<file path="config.mk">
export PLATFORM = sky130hd
export DESIGN_NAME = bbe_back
export DESIGN_NICKNAME = d
export VERILOG_FILES = /design/src/rtl/bbe_pkg.sv /design/src/rtl/bbe_back.sv
export SDC_FILE = /design/constraint.sdc
export NUM_CORES = 2
export LEC_CHECK = 0
export BUFFER_PORTS_ARGS = -buffer_cell sky130_fd_sc_hd__buf_4
export CAP_MARGIN = 20
export CORE_UTILIZATION = 50
export DETAILED_ROUTE_END_ITERATION = 16
export GPL_TIMING_DRIVEN = 0
export PLACE_DENSITY = 0.8
export SYNTH_ARGS = -nofsm -noshare
export SYNTH_HDL_FRONTEND = slang
export SYNTH_SLANG_ARGS = --single-unit
</file>
<file path="constraint.sdc">
create_clock -name clk -period 7.3 [get_ports clk]
set_input_delay 1.46 -clock clk [delete_from_list [all_inputs] [get_ports clk]]
set_output_delay 1.46 -clock clk [all_outputs]
set_load 0.1 [all_outputs]
</file>
<file path="src/rtl/bbe_pkg.sv">
package bbe_pkg;

	// Frame geometry limits.
	localparam int MAX_WIDTH = 1024;
	localparam int COL_W     = $clog2(MAX_WIDTH);
	localparam int EFF_W     = $clog2(MAX_WIDTH + 1);
	localparam int WIDTH_W   = 11;
	localparam int HEIGHT_W  = 16;
	localparam int ROW_W     = HEIGHT_W + 1;

	// Pixel layout: red in the top byte, blue in the bottom byte.
	localparam int CHAN_W  = 8;
	localparam int NUM_CH  = 3;
	localparam int PIXEL_W = NUM_CH * CHAN_W;

	// Configuration port.
	localparam int APB_ADDR_W  = 3;
	localparam int APB_DATA_W  = 32;
	localparam int REG_SEL_BIT = 2;
	localparam int WIDTH_RESET  = 640;
	localparam int HEIGHT_RESET = 480;

	typedef enum logic {
		REG_IMAGE_WIDTH  = 1'b0,
		REG_IMAGE_HEIGHT = 1'b1
	} reg_index_t;

	// Queue between the window side and the arithmetic side.
	localparam int QUEUE_DEPTH = 2;
	localparam int QUEUE_PTR_W = $clog2(QUEUE_DEPTH);
	localparam int QUEUE_CNT_W = $clog2(QUEUE_DEPTH + 1);

	// Arithmetic widths.
	localparam int ROWSUM_W    = CHAN_W + 2;
	localparam int SUM_W       = CHAN_W + 4;
	localparam int X_W         = SUM_W + 1;
	localparam int N_W         = 4;
	localparam int RECIP_SHIFT = 20;
	localparam int RECIP_W     = RECIP_SHIFT;
	localparam int PROD_W      = X_W + RECIP_W;

	// Rounded-up reciprocals of 2*n for each legal neighbor count n.
	localparam int RECIP_N1 = (2 ** RECIP_SHIFT + 1) / 2;
	localparam int RECIP_N2 = (2 ** RECIP_SHIFT + 3) / 4;
	localparam int RECIP_N3 = (2 ** RECIP_SHIFT + 5) / 6;
	localparam int RECIP_N4 = (2 ** RECIP_SHIFT + 7) / 8;
	localparam int RECIP_N6 = (2 ** RECIP_SHIFT + 11) / 12;
	localparam int RECIP_N9 = (2 ** RECIP_SHIFT + 17) / 18;

	typedef logic [PIXEL_W-1:0] pixel_t;

	// One output pixel's worth of work: the 3x3 window and which taps are inside the image.
	typedef struct packed {
		pixel_t [2:0][2:0] win;
		logic [2:0]        row_ok;
		logic [2:0]        col_ok;
		logic              frame_end;
	} blur_job_t;

	// Effective frame geometry handed from the register block to the front end.
	typedef struct packed {
		logic [EFF_W-1:0]    width;
		logic [HEIGHT_W-1:0] height;
		logic                restart;
	} frame_cfg_t;

	// Width register value clamped to the supported range.
	function automatic logic [EFF_W-1:0] eff_width(input logic [WIDTH_W-1:0] raw);
		logic [EFF_W-1:0] w;
		if (raw == '0) begin
			w = EFF_W'(1);
		end else if (int'(raw) > MAX_WIDTH) begin
			w = EFF_W'(MAX_WIDTH);
		end else begin
			w = EFF_W'(raw);
		end
		return w;
	endfunction

	// Number of set bits in a three-bit mask.
	function automatic logic [1:0] count3(input logic [2:0] m);
		return {1'b0, m[0]} + {1'b0, m[1]} + {1'b0, m[2]};
	endfunction

	// Reciprocal of 2*n, scaled by 2**RECIP_SHIFT.
	function automatic logic [RECIP_W-1:0] recip_of(input logic [N_W-1:0] n);
		logic [RECIP_W-1:0] m;
		unique case (n)
			N_W'(1): m = RECIP_W'(RECIP_N1);
			N_W'(2): m = RECIP_W'(RECIP_N2);
			N_W'(3): m = RECIP_W'(RECIP_N3);
			N_W'(4): m = RECIP_W'(RECIP_N4);
			N_W'(6): m = RECIP_W'(RECIP_N6);
			N_W'(9): m = RECIP_W'(RECIP_N9);
			default: m = '0;
		endcase
		return m;
	endfunction

endpackage

</file>
<file path="src/rtl/bbe_back.sv">
module bbe_back (
	input  logic                       clk,
	input  logic                       arst_n,
	input  logic                       job_valid,
	output logic                       job_ready,
	input  bbe_pkg::blur_job_t         job,
	output logic                       out_valid,
	input  logic                       out_ready,
	output logic [bbe_pkg::CHAN_W-1:0] red_out,
	output logic [bbe_pkg::CHAN_W-1:0] green_out,
	output logic [bbe_pkg::CHAN_W-1:0] blue_out,
	output logic                       frame_end
);
	import bbe_pkg::*;

	logic [ROWSUM_W-1:0] rowsum_d  [NUM_CH][3];
	logic [ROWSUM_W-1:0] rowsum_s1 [NUM_CH][3];
	logic [N_W-1:0]      n_s1;
	logic                fe_s1;
	logic                valid_s1;

	logic [X_W-1:0]      x_s2 [NUM_CH];
	logic [RECIP_W-1:0]  m_s2;
	logic                fe_s2;
	logic                valid_s2;

	logic [PROD_W-1:0]   prod_s3 [NUM_CH];
	logic                fe_s3;
	logic                valid_s3;

	logic [CHAN_W-1:0]   avg_q [NUM_CH];
	logic                fe_q;
	logic                out_valid_q;

	logic                free1;
	logic                free2;
	logic                free3;
	logic                free_out;

	// A stage loads when it is empty or its contents move on.
	assign free_out  = !out_valid_q || out_ready;
	assign free3     = !valid_s3 || free_out;
	assign free2     = !valid_s2 || free3;
	assign free1     = !valid_s1 || free2;
	assign job_ready = free1;

	always_ff @(posedge clk or negedge arst_n) begin
		if (!arst_n) begin
			valid_s1    <= 1'b0;
			valid_s2    <= 1'b0;
			valid_s3    <= 1'b0;
			out_valid_q <= 1'b0;
		end else begin
			if (free1) begin
				valid_s1 <= job_valid;
			end
			if (free2) begin
				valid_s2 <= valid_s1;
			end
			if (free3) begin
				valid_s3 <= valid_s2;
			end
			if (free_out) begin
				out_valid_q <= valid_s3;
			end
		end
	end

	// Per-row sums of the taps that lie inside the image, one lane per channel.
	always_comb begin
		for (int ch = 0; ch < NUM_CH; ch++) begin
			for (int i = 0; i < 3; i++) begin
				rowsum_d[ch][i] = '0;
				for (int j = 0; j < 3; j++) begin
					if (job.row_ok[i] && job.col_ok[j]) begin
						rowsum_d[ch][i] = rowsum_d[ch][i] +
							ROWSUM_W'(job.win[i][j][CHAN_W*(NUM_CH-1-ch) +: CHAN_W]);
					end
				end
			end
		end
	end

	always_ff @(posedge clk) begin
		if (free1) begin
			rowsum_s1 <= rowsum_d;
			n_s1      <= N_W'(count3(job.row_ok)) * N_W'(count3(job.col_ok));
			fe_s1     <= job.frame_end;
		end
	end

	// Numerator 2*sum + n and the reciprocal of 2*n.
	always_ff @(posedge clk) begin
		if (free2) begin
			for (int ch = 0; ch < NUM_CH; ch++) begin
				x_s2[ch] <= {SUM_W'(rowsum_s1[ch][0]) + SUM_W'(rowsum_s1[ch][1]) +
					SUM_W'(rowsum_s1[ch][2]), 1'b0} + X_W'(n_s1);
			end
			m_s2  <= recip_of(n_s1);
			fe_s2 <= fe_s1;
		end
	end

	// Division by 2*n as a multiplication by its reciprocal.
	always_ff @(posedge clk) begin
		if (free3) begin
			for (int ch = 0; ch < NUM_CH; ch++) begin
				prod_s3[ch] <= PROD_W'(x_s2[ch]) * PROD_W'(m_s2);
			end
			fe_s3 <= fe_s2;
		end
	end

	// Output register.
	always_ff @(posedge clk) begin
		if (free_out) begin
			for (int ch = 0; ch < NUM_CH; ch++) begin
				avg_q[ch] <= prod_s3[ch][RECIP_SHIFT +: CHAN_W];
			end
			fe_q <= fe_s3;
		end
	end

	assign out_valid = out_valid_q;
	assign red_out   = avg_q[0];
	assign green_out = avg_q[1];
	assign blue_out  = avg_q[2];
	assign frame_end = fe_q;

	a_count_legal: assert property (@(posedge clk) disable iff (!arst_n)
		valid_s1 |-> (n_s1 == N_W'(1)) || (n_s1 == N_W'(2)) || (n_s1 == N_W'(3)) ||
			(n_s1 == N_W'(4)) || (n_s1 == N_W'(6)) || (n_s1 == N_W'(9)))
		else $error("neighbor count not a product of row and column counts");

endmodule

</file>
== Yosys cells after proc, flatten, opt, wreduce, memory -nomap -nowiden ==
Memory sizes are Yosys's and may differ from the RTL's.
Cells that the tools add are included.

* $add $sub $neg: 31
* Multiply operators: 4
* Eq/ne operators: 6
* Muxes and demuxes: 34
* Reduce and logical (&&, ||, !) cells: 17

{| class="wikitable"
|+ Operators with widths
! operator !! count
|-
| 10-bit by 8-bit adder with 10-bit output || 18
|-
| 10-bit two-way mux || 18
|-
| 20-bit one-hot mux with 6 select lines || 1
|-
| 13-bit by 20-bit multiplier with 33-bit output || 3
|-
| 8-bit two-way mux || 9
|-
| 13-bit by 4-bit adder with 13-bit output || 3
|-
| 11-bit by 10-bit adder with 12-bit output || 3
|-
| 10-bit by 10-bit adder with 11-bit output || 3
|-
| 1-bit logical AND || 9
|-
| 4-bit by 2-bit equality test with 1-bit output, second input constant || 2
|-
| 4-bit by 3-bit equality test with 1-bit output, second input constant || 2
|-
| 1-bit two-way mux || 6
|-
| 1-bit by 1-bit adder with 2-bit output || 2
|-
| 2-bit by 1-bit adder with 2-bit output || 2
|-
| 4-bit by 1-bit equality test with 1-bit output, second input constant || 1
|-
| 4-bit equality test, second input constant || 1
|-
| 1-bit logical NOT || 4
|-
| 1-bit logical OR || 4
|-
| 2-bit by 2-bit multiplier with 4-bit output || 1
|}

* Bits in writable memories: 162
* Register bits: 122
* Word-level logic and storage cells: 114
* Memories: 3
* Input bits: 227

{| class="wikitable"
|+ Memories
! memory !! words !! bits a word !! read ports !! clocked after Yosys merged registers in !! write ports !! line !! text
|-
| prod_s3 || 3 || 33 || 3 || 0 || 3 || bbe_back.sv:27 || <nowiki>logic [PROD_W-1:0] prod_s3 [NUM_CH];</nowiki>
|-
| x_s2 || 3 || 13 || 3 || 0 || 3 || bbe_back.sv:22 || <nowiki>logic [X_W-1:0] x_s2 [NUM_CH];</nowiki>
|-
| avg_q || 3 || 8 || 3 || 0 || 3 || bbe_back.sv:31 || <nowiki>logic [CHAN_W-1:0] avg_q [NUM_CH];</nowiki>
|}

== Depth between registers and ports, before layout ==
* Depth after elaboration: 6
* Depth in mapped cells: 22
* Mapped depth without buffers: 20

== Worst setup path after synthesis ==
No wires, ideal clock.

* Path type: input port to flip-flop
* Start: input out_ready
* End: register fe_s1 (enable)
* Data required time: 5.617 ns
* Library setup time: 1.683 ns
* Stages: 2
* Setup slack: 0.439 ns
* Data arrival time: 5.177 ns
* Path through: nor2b_1 nand4_1

* Word-level cells in the longest chain between the ends: 4

{| class="wikitable"
|+ Ends and longest elaborated chain
! item !! line !! text
|-
| start: declaration || bbe_back.sv:8 || <nowiki>input logic out_ready,</nowiki>
|-
| 1-bit logical OR || bbe_back.sv:41 || <nowiki>assign free_out = !out_valid_q || out_ready;</nowiki>
|-
| 1-bit logical OR || bbe_back.sv:42 || <nowiki>assign free3 = !valid_s3 || free_out;</nowiki>
|-
| 1-bit logical OR || bbe_back.sv:43 || <nowiki>assign free2 = !valid_s2 || free3;</nowiki>
|-
| 1-bit logical OR || bbe_back.sv:44 || <nowiki>assign free1 = !valid_s1 || free2;</nowiki>
|-
| net job_ready || bbe_back.sv:5 || <nowiki>output logic job_ready,</nowiki>
|-
| end signal: assignment || bbe_back.sv:88 || <nowiki>fe_s1 <= job.frame_end;</nowiki>
|-
| end: declaration || bbe_back.sv:19 || <nowiki>logic fe_s1;</nowiki>
|}

The timed path passes the listed nets, and every way through them passes these cells.
A chain may end at the register's enable or synchronous reset.

==> run metrics <==
outcome complete, no violations; largest net degree at the start of global routing 40; dominant cell type by area after synthesis fa_1; EDFF count, synth 191; vias in the first global route roughly 26,000; Final Worst Setup Slack 477 ps; first-pass GRT wire length 138,000 um; Worst Hold Class reg2reg; max layer used met4; IO Port Bufs 250; initial antenna violation count 0; asr flop ratio synth 2.05%; arrival time worst endpoint 7070 ps; Yosys reg bits between 150 and 200; DR vias/cell around 5.4; row count slightly above 90; Worst Path Required between 7000 and 8000 ps; multi-input combinational cell area between 0.02 and 0.025 mm2; Setup WS pre-CTS about 66 ps; DR WL/cell 19.3 um; Total Routing Usage GR about 27%; Layout Skew around 13 ps; Total Nets Final approximately 4,800; final setup violation count 0; area growth from synthesis to layout 11.4%; remaining global-route overflow 0; core footprint 0.0646 mm2; Mapped Nets between 4,000 and 5,000; Initial Util approximately half; io pins between 200 and 300; Avg Cell Area, Syn approximately 9.6 um2; CTS clock-pin slew for the worst setup and hold paths around 80 ps; DRC 0; DP HPWL about 76,000 um; RSZ-0062 raised after global routing false; Max Cap Viol 0; metal3 WL about 5900 um; CP Launch Type register; Clock Tree Buf Depth 2; CTS tree built; Slew Limit Fails 0; Iter 0 DRT Violations approximately 1,800; Die Area around 0.067 mm2; final weighted congestion in routability-driven placement between 1 and 1.5; Synth area leaders fa_1 31%, edfxtp_1 18%, ha_1 13%, inv_1 9.3%, xnor2_1 3.6%; clock latency on the worst-skew pair between 500 and 600 ps; achievable frequency 0.147 GHz; Routed Wire Length ~88,000 um; maximum fanout along the worst path 10; Syn. warnings 0; ant diodes 0; Post-DRT Antenna Nets 0; Relative slew margins 28.2%; Synth Flop Type edfxtp_1; CP Class reg2reg; Routed met2 length between 40,000 and 50,000 um; cts bufs inserted 17; Post-Synthesis Cells about 3,400; Final min period 6820 ps; Setup Fix Bufs, Post-CTS 0; Mapped Area roughly 0.033 mm2; Yosys cell types 78; first-pass detailed-route iteration total 5; CTS hold repair buffers 0; Metal-1 WL around 35,000 um; Yosys top cell area share 30.6%; post-layout util between 50 and 60%; Final Hold Fails 0; share of layout cells above drive strength 1 ~10%; register area roughly 0.0058 mm2; CTS sink count approximately 200; FILL cells around 5,600; die width around 260 um; Slew @ Worst Pin between 1000 and 1500 ps; Placement Cell Area 0.0358 mm2; Tcrit/Tclk final approximately 93%; Via Count 24,600; post-synthesis sequential area ratio about 18%; Finished Cell Area between 0.03 and 0.04 mm2; die height around 260 um; nature of the critical path endpoint register; H-tree Lvls 4; root buf cell clkbuf_16
## cell type report
class / instances / area share, %
Inverter: 810 / 8.34
Sequential cell: 195 / 16.0
Timing Repair Buffer: 258 / 5.52
Clock inverter: 15 / 0.583
Buffer: 72 / 0.793
Multi-Input combinational cell: 2345 / 64.7
Clock buffer: 17 / 1.17
Tap cell: 855 / 2.93
## cell usage after synthesis, types with 13 or more instances
library cell    n
nor2b_1        31
a21oi_1       168
ha_1          350
nand4_1        16
o22ai_1        29
xnor2_1       135
nand2b_1       13
o211a_1        15
nor2_1        116
clkbuf_1       64
nand3_1        26
xor2_1         62
nor3_1         45
edfxtp_1      191
mux2_2         39
o21bai_1       29
a21o_1         71
fa_1          500
o21ai_0       110
nand2_1       273
inv_1         810
a211oi_1       18
and2_1        133
## cells in the final DEF (no fill, tap or decap), types with 39 or more instances in the layout
cell and instances:
and2_1 133, mux2_2 39, a21oi_1 168, o21ai_0 109, a21o_1 71, nor2_1 116, fa_1 500, nor3_1 45
ha_1 350, edfxtp_1 191, xnor2_1 135, nand2_1 272, xor2_1 62, clkbuf_1 62, inv_1 810, buf_4 250
## critical path, stage by stage, from the launching register on
cell      delay (ps)
edfxtp_1         360
clkbuf_2         340
clkbuf_2         420
clkbuf_1         590
nand2_1          240
fa_1             570
fa_1             600
inv_1             90
fa_1             470
fa_1             510
inv_1             50
fa_1             470
inv_1             40
ha_1             300
nand3_1          130
nor3_1           270
o211ai_1         130
o311a_1          220
o21ai_0          430
a21oi_1          170
xnor2_1          170
## per-stage QoR
stage / hold slack, ps / std cells / TNS, ps
floorplan: 400 / 3422 / 0
global placement: 402 / 4527 / -2690
detailed placement: 405 / 4535 / 0
CTS: 424 / 4567 / 0
global route: 429 / 4567 / 0
finish: 423 / 4567 / 0
## cell families after synthesis
kind of cell / synth area share (%)
AND/OR/NAND/NOR: 10.6
flip-flops: 17.8
adder cells (fa/ha/maj): 44.0
multiplexers: 1.37
AO/OA/AOI/OAI: 10.7
buffers and inverters: 10.2
XOR/XNOR: 5.41
## path summary, 6_finish.rpt
check / from / to / slack [ps] / depth (start not counted)
min: prod_s3[0][25] / avg_q[0][5] / 420 / 0
max: m_s2[14] / prod_s3[0][90] / 480 / 20
max reg2reg: m_s2[14] / prod_s3[0][90] / 480 / 20
max in group asynchronous: arst_n / valid_s3 / 6460 / 1
min reg2reg: prod_s3[0][25] / avg_q[0][5] / 420 / 0
min in group asynchronous: arst_n / out_valid / 740 / 1
## repair_timing
item	CTS	global route
endpoints found under the hold margin	0	0
resized for setup	0	5
endpoints found under the setup margin	0	12
## per-layer routing
metal | up-vias | GRT usage (%)
met5 | - | 0
met4 | 0 | 12.8
met3 | 176 | 4.50
met2 | 877 | 46.4
met1 | 12000 | 34.0
li1 | 11500 | -
## state kept, by name, summed over array words and instances (netlist names), 4 cells and up
| name | count |
|---|---|
| rowsum_s1 | 90 |
| x_s2 | 37 |
| prod_s3 | 24 |
| n_s1 | 4 |
| m_s2 | 8 |
| avg_q | 24 |
Power is not shown: default switching activity piles up to over one toggle a cycle in this logic, so the estimate is an artifact.
