### config.mk
export PLATFORM = sky130hd
export DESIGN_NAME = bbe_queue
export DESIGN_NICKNAME = d
export VERILOG_FILES = /design/src/rtl/bbe_pkg.sv /design/src/rtl/bbe_queue.sv
export SDC_FILE = /design/constraint.sdc
export NUM_CORES = 1
export LEC_CHECK = 0
export BUFFER_PORTS_ARGS = -buffer_cell sky130_fd_sc_hd__buf_2
export CAP_MARGIN = 0
export CORE_UTILIZATION = 50
export DETAILED_ROUTE_END_ITERATION = 8
export GPL_ROUTABILITY_DRIVEN = 0
export GPL_TIMING_DRIVEN = 0
export PLACE_DENSITY_LB_ADDON = 0.05
export SLEW_MARGIN = 20
export SYNTH_ARGS = -nofsm -noshare
export SYNTH_HDL_FRONTEND = slang
export SYNTH_SLANG_ARGS = --single-unit
### constraint.sdc
create_clock -name clk -period 14.15 [get_ports clk]
set_input_delay 2.83 -clock clk [delete_from_list [all_inputs] [get_ports clk]]
set_output_delay 2.83 -clock clk [all_outputs]
set_load 0.03 [all_outputs]
### src/rtl/bbe_pkg.sv
package bbe_pkg;

	// Frame geometry limits.
	localparam int MAX_WIDTH = 1024;
	localparam int COL_W     = $clog2(MAX_WIDTH);
	localparam int EFF_W     = $clog2(MAX_WIDTH + 1);
	localparam int WIDTH_W   = 11;
	localparam int HEIGHT_W  = 16;
	localparam int ROW_W     = HEIGHT_W + 1;

	// Pixel layout: red in the top byte, blue in the bottom byte.
	localparam int CHAN_W  = 8;
	localparam int NUM_CH  = 3;
	localparam int PIXEL_W = NUM_CH * CHAN_W;

	// Configuration port.
	localparam int APB_ADDR_W  = 3;
	localparam int APB_DATA_W  = 32;
	localparam int REG_SEL_BIT = 2;
	localparam int WIDTH_RESET  = 640;
	localparam int HEIGHT_RESET = 480;

	typedef enum logic {
		REG_IMAGE_WIDTH  = 1'b0,
		REG_IMAGE_HEIGHT = 1'b1
	} reg_index_t;

	// Queue between the window side and the arithmetic side.
	localparam int QUEUE_DEPTH = 2;
	localparam int QUEUE_PTR_W = $clog2(QUEUE_DEPTH);
	localparam int QUEUE_CNT_W = $clog2(QUEUE_DEPTH + 1);

	// Arithmetic widths.
	localparam int ROWSUM_W    = CHAN_W + 2;
	localparam int SUM_W       = CHAN_W + 4;
	localparam int X_W         = SUM_W + 1;
	localparam int N_W         = 4;
	localparam int RECIP_SHIFT = 20;
	localparam int RECIP_W     = RECIP_SHIFT;
	localparam int PROD_W      = X_W + RECIP_W;

	// Rounded-up reciprocals of 2*n for each legal neighbor count n.
	localparam int RECIP_N1 = (2 ** RECIP_SHIFT + 1) / 2;
	localparam int RECIP_N2 = (2 ** RECIP_SHIFT + 3) / 4;
	localparam int RECIP_N3 = (2 ** RECIP_SHIFT + 5) / 6;
	localparam int RECIP_N4 = (2 ** RECIP_SHIFT + 7) / 8;
	localparam int RECIP_N6 = (2 ** RECIP_SHIFT + 11) / 12;
	localparam int RECIP_N9 = (2 ** RECIP_SHIFT + 17) / 18;

	typedef logic [PIXEL_W-1:0] pixel_t;

	// One output pixel's worth of work: the 3x3 window and which taps are inside the image.
	typedef struct packed {
		pixel_t [2:0][2:0] win;
		logic [2:0]        row_ok;
		logic [2:0]        col_ok;
		logic              frame_end;
	} blur_job_t;

	// Effective frame geometry handed from the register block to the front end.
	typedef struct packed {
		logic [EFF_W-1:0]    width;
		logic [HEIGHT_W-1:0] height;
		logic                restart;
	} frame_cfg_t;

	// Width register value clamped to the supported range.
	function automatic logic [EFF_W-1:0] eff_width(input logic [WIDTH_W-1:0] raw);
		logic [EFF_W-1:0] w;
		if (raw == '0) begin
			w = EFF_W'(1);
		end else if (int'(raw) > MAX_WIDTH) begin
			w = EFF_W'(MAX_WIDTH);
		end else begin
			w = EFF_W'(raw);
		end
		return w;
	endfunction

	// Number of set bits in a three-bit mask.
	function automatic logic [1:0] count3(input logic [2:0] m);
		return {1'b0, m[0]} + {1'b0, m[1]} + {1'b0, m[2]};
	endfunction

	// Reciprocal of 2*n, scaled by 2**RECIP_SHIFT.
	function automatic logic [RECIP_W-1:0] recip_of(input logic [N_W-1:0] n);
		logic [RECIP_W-1:0] m;
		unique case (n)
			N_W'(1): m = RECIP_W'(RECIP_N1);
			N_W'(2): m = RECIP_W'(RECIP_N2);
			N_W'(3): m = RECIP_W'(RECIP_N3);
			N_W'(4): m = RECIP_W'(RECIP_N4);
			N_W'(6): m = RECIP_W'(RECIP_N6);
			N_W'(9): m = RECIP_W'(RECIP_N9);
			default: m = '0;
		endcase
		return m;
	endfunction

endpackage

### src/rtl/bbe_queue.sv
module bbe_queue (
	input  logic               clk,
	input  logic               arst_n,
	input  logic               enq_valid,
	output logic               enq_ready,
	input  bbe_pkg::blur_job_t enq_job,
	output logic               deq_valid,
	input  logic               deq_ready,
	output bbe_pkg::blur_job_t deq_job
);
	import bbe_pkg::*;

	blur_job_t              slot_q [QUEUE_DEPTH];
	logic [QUEUE_PTR_W-1:0] wr_ptr_q;
	logic [QUEUE_PTR_W-1:0] rd_ptr_q;
	logic [QUEUE_CNT_W-1:0] count_q;
	logic                   push;
	logic                   pop;

	function automatic logic [QUEUE_PTR_W-1:0] next_ptr(input logic [QUEUE_PTR_W-1:0] p);
		return (p == QUEUE_PTR_W'(QUEUE_DEPTH - 1)) ? '0 : p + QUEUE_PTR_W'(1);
	endfunction

	assign enq_ready = count_q != QUEUE_CNT_W'(QUEUE_DEPTH);
	assign deq_valid = count_q != '0;
	assign deq_job   = slot_q[rd_ptr_q];
	assign push      = enq_valid && enq_ready;
	assign pop       = deq_valid && deq_ready;

	// Storage for queued windows.
	always_ff @(posedge clk) begin
		if (push) begin
			slot_q[wr_ptr_q] <= enq_job;
		end
	end

	// Pointers and fill level.
	always_ff @(posedge clk or negedge arst_n) begin
		if (!arst_n) begin
			wr_ptr_q <= '0;
			rd_ptr_q <= '0;
			count_q  <= '0;
		end else begin
			if (push) begin
				wr_ptr_q <= next_ptr(wr_ptr_q);
			end
			if (pop) begin
				rd_ptr_q <= next_ptr(rd_ptr_q);
			end
			unique case ({push, pop})
				2'b10:   count_q <= count_q + QUEUE_CNT_W'(1);
				2'b01:   count_q <= count_q - QUEUE_CNT_W'(1);
				default: count_q <= count_q;
			endcase
		end
	end

	a_no_overflow: assert property (@(posedge clk) disable iff (!arst_n)
		count_q <= QUEUE_CNT_W'(QUEUE_DEPTH))
		else $error("queue fill level beyond its depth");

endmodule

=== After elaboration in Yosys (flattened, before gate mapping) ===
Memory sizes are Yosys's and may differ from the RTL's.
Index checks and enable logic that the tools add are counted.

* Add/subtract/negate cells: 4
* Multipliers: 0
* Divide/modulo/power cells: 0
* $lt $le $gt $ge: 0
* Eq/ne operators: 3
* Shift operators: 0
* Mux-type cells: 5
* Bitwise operators: 0
* Reduce and logical (&&, ||, !) cells: 4

{| class="wikitable"
|+ Operators by type and width
! kind !! number
|-
| $mux 1 || 4
|-
| $pmux 2 s2 || 1
|-
| $reduce_bool 2->1 || 2
|-
| $add 1x1->1 const B || 2
|-
| $add 2x1->2 const B || 1
|-
| $eq 2x1->1 const B || 1
|-
| $eq 2x2->1 const B || 1
|-
| $logic_and 1x1->1 || 2
|-
| $ne 2x2->1 const B || 1
|-
| $sub 2x1->2 const B || 1
|}

* Flip-flop bits (word level): 4
* Bits in latches: 0
* Memory bits (writable): 446
* Memory bits (read-only): 0
* Input bits: 227
* Word-level logic and storage cells: 20
* Memories: 1

{| class="wikitable"
|+ Memory list
! name !! depth !! bits a word !! rd ports !! clocked after Yosys merged registers in !! write ports !! line !! text
|-
| slot_q || 2 || 223 || 1 || 0 || 1 || bbe_queue.sv:13 || <nowiki>blur_job_t slot_q [QUEUE_DEPTH];</nowiki>
|}

=== Logic depth before layout (Yosys ltp) ===
Gate-level depths: netlist of the first run.

* Word-level depth: 4
* Mapped depth: 6

=== Worst setup path after synthesis of the first run ===
No wires, ideal clock.

* Kind: input -> register
* From: input port enq_valid
* To: memory slot_q[0][0] (netlist name) (enable)
* Library setup time: 811 ps
* Data arrival time: 12,176 ps
* Data required time: 13,339 ps
* Path slack: 1,163 ps
* Stages: 2
* Buffers on the path: 0
* Path through: nand2_1 > nor2_1

* Word-level cells in the longest chain between the ends: 3

{| class="wikitable"
|+ RTL lines
! item !! line !! text
|-
| start: declaration || bbe_queue.sv:4 || <nowiki>input logic enq_valid,</nowiki>
|-
| $logic_and 1x1->1 || bbe_queue.sv:27 || <nowiki>assign push = enq_valid && enq_ready;</nowiki>
|-
| $mux 1 || bbe_queue.sv:32 || <nowiki>if (push) begin</nowiki>
|-
| $mux 1 (not written as such) || bbe_queue.sv:33 || <nowiki>slot_q[wr_ptr_q] <= enq_job;</nowiki>
|-
| end: declaration || bbe_queue.sv:13 ||
|}

Every way passes these cells.

==> flow_metrics.py, run 1 <==
metrics = {
    "clock_network": {
        "cts_buffer_depth": 3,
        "root_buffer": "clkbuf_16",
        "cts_tree": "done",
        "cts_sinks": 450,
        "cts_buffers": 46,
        "post-cts-setup-buffers": 0,
        "path_clk_slew_ns": 0.06,
        "htree_levels": 2,
        "ctsHoldBuffers": 0,
        "clkLatencyLatePin_ns": 0.54,
        "ctsResizeCount": 0,
    },
    "run": {
        "maxCapViolCount": 0,
    },
    "yosys": {
        "avgSynthCellArea_um2": 23.8,
        "ys_types": 15,
        "ys_warn_count": 0,
        "ys_seq_area_share_pct": 79.6,
        "synth_area_mm2": 0.0169,
        "synth_cells": 711,
        "synth_nets": 939,
        "synth.ff_latch_count": 450,
    },
    "status": {
        "outcome": "finished, final reports clean",
    },
    "power": {
        "p_leak_nw": 8.59,
        "internal_power_mw": 3.29,
        "clkPwrFrac_pct": 23.3,
        "combinationalPowerShare_pct": 39.5,
        "power.density_mw_per_mm2": 233,
        "p_switching_mw": 1.76,
        "ir_worst_vdd_mv": 0.129,
        "seqPwrFrac_pct": 37.3,
        "switching_share_pct": 34.8,
    },
    "place": {
        "placed_area_mm2": 0.0202,
        "dp.cells": 1626,
        "io_buffers": 451,
        "hpwlAfterDp_um": 24800,
    },
    "drt": {
        "routed_wl_um": 34600,
        "drt-vias-per-instance": 4.88,
        "firstDrtPassIters": 4,
        "post-route-drc-count": 0,
        "ant_nets": 0,
        "detail_route.iter0.violations": 519,
        "wl_per_cell_um": 20.2,
        "num_vias": 8365,
    },
    "sta": {
        "setup_viol": 0,
        "period_needed_ns": 4.80,
        "rsz0062_at_grt": "no",
        "hold_viol_final": 0,
        "max_slew_margin_pct": 72.7,
        "fin_skew_ns": 0.0136,
        "fin_crit_sh_pct": 33.9,
        "finalSetupTns_ns": 0,
        "slew_violations": 0,
        "worst_pin_slew_ns": 0.409,
        "fmax_ghz": 0.208,
    },
    "finish": {
        "area_delta_synth_final_pct": 27.8,
        "final_core_util_pct": 64.7,
        "final_common_cell": "buf_2",
        "stdcell_count": 1715,
        "nets": 1454,
        "drive_above_1_share_pct": 62.1,
        "final_cell_mix": "buf_2, edfxtp_1, mux2_4",
        "fin_area_mm2": 0.0216,
    },
    "floorplan": {
        "start_util_pct": 50.6,
        "die_area_mm2": 0.0346,
        "die_h_um": 186,
        "ios": 452,
        "coreArea_mm2": 0.0334,
        "row_count": 67,
        "die_x_um": 186,
    },
    "grt": {
        "overflow": 0,
        "grt_pass1_wl_um": 49300,
        "grt_util_all_layers_pct": 19.5,
        "first_global_vias": 8501,
        "antenna_found_initial": 14,
        "grt_max_degree": 50,
    },
    "setup_path": {
        "worstSetupPathType": "reg -> out",
        "crit_fanout": 10,
        "endpoint_kind": "output pin",
        "cp.arrival_ns": 1.97,
        "required_ns": 11.32,
        "worstSetupStartpointType": "flop",
    },
    "hold_path": {
        "hold_path.class": "reg -> reg",
    },
}
## metrics by stage
step	setup WS, ns	hold WS, ns	total power [mW]
5_1_grt	9.26	0.527	5.26
2_1_floorplan	1.16	0.456	3.43
4_1_cts	9.29	0.514	5.11
3_3_place_gp	-4.87	0.484	4.01
6_report	9.35	0.516	5.05
3_5_place_dp	9.35	0.497	3.93
## registers in the layout, indices dropped and copies added (netlist names)
name / flops
slot_q: 446
wr_ptr_q: 1
count_q: 2
rd_ptr_q: 1
## critical path, stage by stage (launching register included)
cell,delay [ns]
dfrtp_1,0.34
buf_6,0.14
buf_6,0.21
buf_6,0.22
mux2_4,0.31
buf_2,0.20
## metal layers
layer / share of wire (%) / track usage, %
met1: 34 / 20.6
met2: 52 / 34.3
met3: 11 / 8.32
met4: 2.6 / 7.67
met5: 0.12 / 0
## area by class of cell
| type | count | area, µm² |
|---|---|---|
| Clock buffer | 59 | 1260 |
| Sequential cell | 450 | 13500 |
| Buffer | 25 | 244 |
| Tap cell | 448 | 561 |
| Multi-Input combinational cell | 236 | 3220 |
| Timing Repair Buffer | 467 | 2650 |
| Clock inverter | 20 | 199 |
| Antenna cell | 10 | 25.0 |
| Fill cell | 2367 | 11800 |
## logic make-up (layout without fill, tap and decap cells)
family | after synthesis | in the layout | share of synthesized area [%]
buffers and inverters | 25 | 571 | 1.44
AND/OR/NAND/NOR | 7 | 7 | 0.214
flip-flops | 450 | 450 | 79.6
other | 0 | 10 | 0
XOR/XNOR | 5 | 5 | 0.259
adder cells (fa/ha/maj) | 1 | 1 | 0.0738
multiplexers | 223 | 223 | 18.4
## Yosys cell counts
master / instances / area share [%]
edfxtp_1: 446 / 79
xor2_1: 2 / 0.10
nand2_1: 1 / 0.022
and3_1: 1 / 0.037
buf_2: 6 / 0.18
nor2_1: 2 / 0.044
mux2_2: 63 / 4.2
or2_2: 1 / 0.037
ha_1: 1 / 0.074
dfrtp_1: 4 / 0.59
mux2_4: 160 / 14
and2_1: 1 / 0.037
buf_6: 19 / 1.3
nand2b_1: 1 / 0.037
xnor2_1: 3 / 0.16
## power by group through the flow
stage / combinational (mW) / clock [mW] / sequential, mW
final: 1.99 / 1.17 / 1.88
after global routing: 2.11 / 1.25 / 1.90
after CTS: 2.03 / 1.20 / 1.89
after detailed placement: 2.02 / 0 / 1.91
after global placement: 1.93 / 0 / 2.08
after floorplan: 1.43 / 0 / 2.00
## path summary, 6_finish.rpt
path                             from             end  slack (ns)  depth (start not counted)
max                          rd_ptr_q     deq_job[68]        9.35                          5
min                        count_q[1]      count_q[1]        0.52                          1
max reg2reg                count_q[0]  slot_q[0][166]       11.69                          9
min reg2reg                count_q[1]      count_q[1]        0.52                          1
max in group asynchronous      arst_n      count_q[1]       11.96                          1
min in group asynchronous      arst_n      count_q[0]        2.08                          1
Note: power is estimated with default switching activity, not from simulation.
==> run 2, diff against run 1 <==
--- a/config.mk
+++ b/config.mk
@@ -7,7 +7,7 @@
 export LEC_CHECK = 0
 export BUFFER_PORTS_ARGS = -buffer_cell sky130_fd_sc_hd__buf_2
 export CAP_MARGIN = 0
-export CORE_UTILIZATION = 50
+export CORE_UTILIZATION = 47
 export DETAILED_ROUTE_END_ITERATION = 8
 export GPL_ROUTABILITY_DRIVEN = 0
 export GPL_TIMING_DRIVEN = 0
==> constraint.sdc (replaced) <==
create_clock -name clk -period 4.11 [get_ports clk]
set_input_delay 0.822 -clock clk [delete_from_list [all_inputs] [get_ports clk]]
set_output_delay 0.822 -clock clk [all_outputs]
set_load 0.03 [all_outputs]
==> run 2 against run 1 <==
Against the previous run:
- final cell count up 0.99%
- register-to-register slack worse by 9.9 ns
- sequential share of layout area about the same
- die area up 6.3%
- clock-buffer cell count up 1
- via count up 0.84%
- final area about the same
- first-iteration DRC count down 12%
==> flow_metrics.py, run 2 (same netlist as run 1, synthesis figures left out) <==
metrics = {
    "status": {
        "outcome": "finished, final reports clean",
    },
    "setup_path": {
        "reg2reg_depth": 7,
        "regToRegSetupSlack_ns": 1.77,
        "crit_slowest_cell": "dfrtp_1",
        "startpoint": "rd_ptr_q",
        "endpoint_kind": "output pin",
        "slowest_delay_ns": 0.34,
        "r2r-start": "count_q[0]",
        "required_ns": 3.29,
        "crit_top_cell": "buf_6",
        "r2r_end": "slot_q[0][128]",
        "worstSetupStartpointType": "flop",
        "crit_chain": "buf_6, buf_6, buf_6, mux2_4, buf_2",
        "crit_fanout": 10,
        "worstSetupPathType": "reg -> out",
        "cp.arrival_ns": 1.98,
    },
    "sta": {
        "fin_skew_ns": 0.0153,
        "fmax_ghz": 0.357,
        "setup_viol": 0,
        "fin_hold_ws_ns": 0.0580,
        "rsz0062_at_grt": "no",
        "fin_crit_sh_pct": 68.1,
        "slew_violations": 0,
        "hold_viol_final": 0,
        "finalSetupTns_ns": 0,
        "period_needed_ns": 2.80,
        "worst_pin_slew_ns": 0.594,
        "max_slew_margin_pct": 60.3,
    },
    "power": {
        "power.density_mw_per_mm2": 800,
        "internal_power_mw": 11.2,
        "switching_share_pct": 35.2,
        "p_switching_mw": 6.09,
        "ir_worst_vdd_mv": 0.460,
        "seqPwrFrac_pct": 37.4,
        "combinationalPowerShare_pct": 39.8,
        "clkPwrFrac_pct": 22.8,
        "p_leak_nw": 8.58,
    },
    "grt": {
        "grt_max_degree": 50,
        "antenna_found_initial": 10,
        "grt_pass1_wl_um": 49700,
        "first_global_vias": 8549,
        "grt.busiest_layer": "met2",
        "overflow": 0,
        "grtUsageMet1_pct": 20.2,
        "met3_usage_pct": 7.31,
        "grt_util_all_layers_pct": 18.5,
        "met2_usage_pct": 32.2,
    },
    "clock_network": {
        "clkLatencyLatePin_ns": 0.56,
        "cts_buffer_depth": 3,
        "ctsHoldBuffers": 0,
        "cts_sinks": 450,
        "htree_levels": 2,
        "ctsResizeCount": 0,
        "cts_buffers": 46,
        "post-cts-setup-buffers": 0,
        "root_buffer": "clkbuf_16",
        "cts_tree": "done",
        "path_clk_slew_ns": 0.06,
    },
    "place": {
        "io_buffers": 451,
        "hpwlAfterDp_um": 25100,
    },
    "floorplan": {
        "die_h_um": 192,
        "start_util_pct": 47.7,
        "ios": 452,
        "row_count": 69,
        "die_area_mm2": 0.0368,
        "coreArea_mm2": 0.0355,
        "die_x_um": 192,
    },
    "drt": {
        "drt-vias-per-instance": 4.87,
        "post-route-drc-count": 0,
        "routed_wl_um": 35200,
        "firstDrtPassIters": 4,
        "ant_nets": 0,
        "num_vias": 8435,
        "wl_per_cell_um": 20.3,
        "detail_route.iter0.violations": 456,
    },
    "finish": {
        "largest_register": "slot_q",
        "largest_reg_flops": 446,
        "final_cell_mix": "buf_2, edfxtp_1, mux2_4",
        "nets": 1455,
        "final_common_cell": "buf_2",
        "area_delta_synth_final_pct": 27.8,
        "drive_above_1_share_pct": 62.1,
        "reg_top3": "slot_q x446, count_q x2",
    },
    "hold_path": {
        "hold_path.class": "in -> async",
    },
    "run": {
        "maxCapViolCount": 0,
    },
}
[run 2: area by class of cell]
class / instances / area [µm²]
diodes: 6 / 15.0
plain buffers: 25 / 244
clock buffers: 60 / 1270
clock inverters: 26 / 171
fillers: 2681 / 13800
multi-input cells: 236 / 3240
flip-flops and latches: 450 / 13500
well taps: 461 / 577
repair buffers: 468 / 2650
[run 2: worst max-delay path by stage]
stage	cells after the start	end	slack, ns
after floorplan	2	slot_q[0][0]	-0.48
final	5	deq_job[113]	1.31
after global placement	3	slot_q[0][125]	-2.66
after CTS	5	deq_job[100]	1.22
after detailed placement	7	slot_q[0][125]	1.41
after global routing	5	deq_job[100]	1.19
[run 2: layer usage]
metal,vias to the layer above,part of all wire [%]
met4,12,2.1
met3,63,10
met2,307,52
met1,4156,36
met5,-,0.18
li1,3897,-
[run 2: power groups by stage]
| stage | clock network, mW | logic [mW] | registers, mW |
|---|---|---|---|
| 2_1_floorplan | 0 | 4.95 | 6.65 |
| 3_3_place_gp | 0 | 6.69 | 6.76 |
| 3_5_place_dp | 0 | 7.00 | 6.58 |
| 4_1_cts | 4.06 | 7.01 | 6.49 |
| 5_1_grt | 4.22 | 7.27 | 6.56 |
| 6_report | 3.95 | 6.89 | 6.48 |
[run 2: per-stage QoR]
stage / std cells / utilization (%) / power [mW] / cell area [µm²] / setup WS, ns
final: 1732 / 61.0 / 17.3 / 21700 / 1.31
after floorplan: 711 / - / 11.6 / 17000 / -0.480
after global placement: 1623 / 55.8 / 13.5 / 19800 / -2.66
after global routing: 1730 / 61.0 / 18.0 / 21600 / 1.19
after CTS: 1726 / 61.0 / 17.6 / 21600 / 1.22
after detailed placement: 1640 / 56.9 / 13.6 / 20200 / 1.41
[run 2: worst max-delay path: cells and delay by family (launching register included)]
kind     cells  cell delay, ns
flops        1            0.34
buf+inv      4            0.74
mux          1            0.33
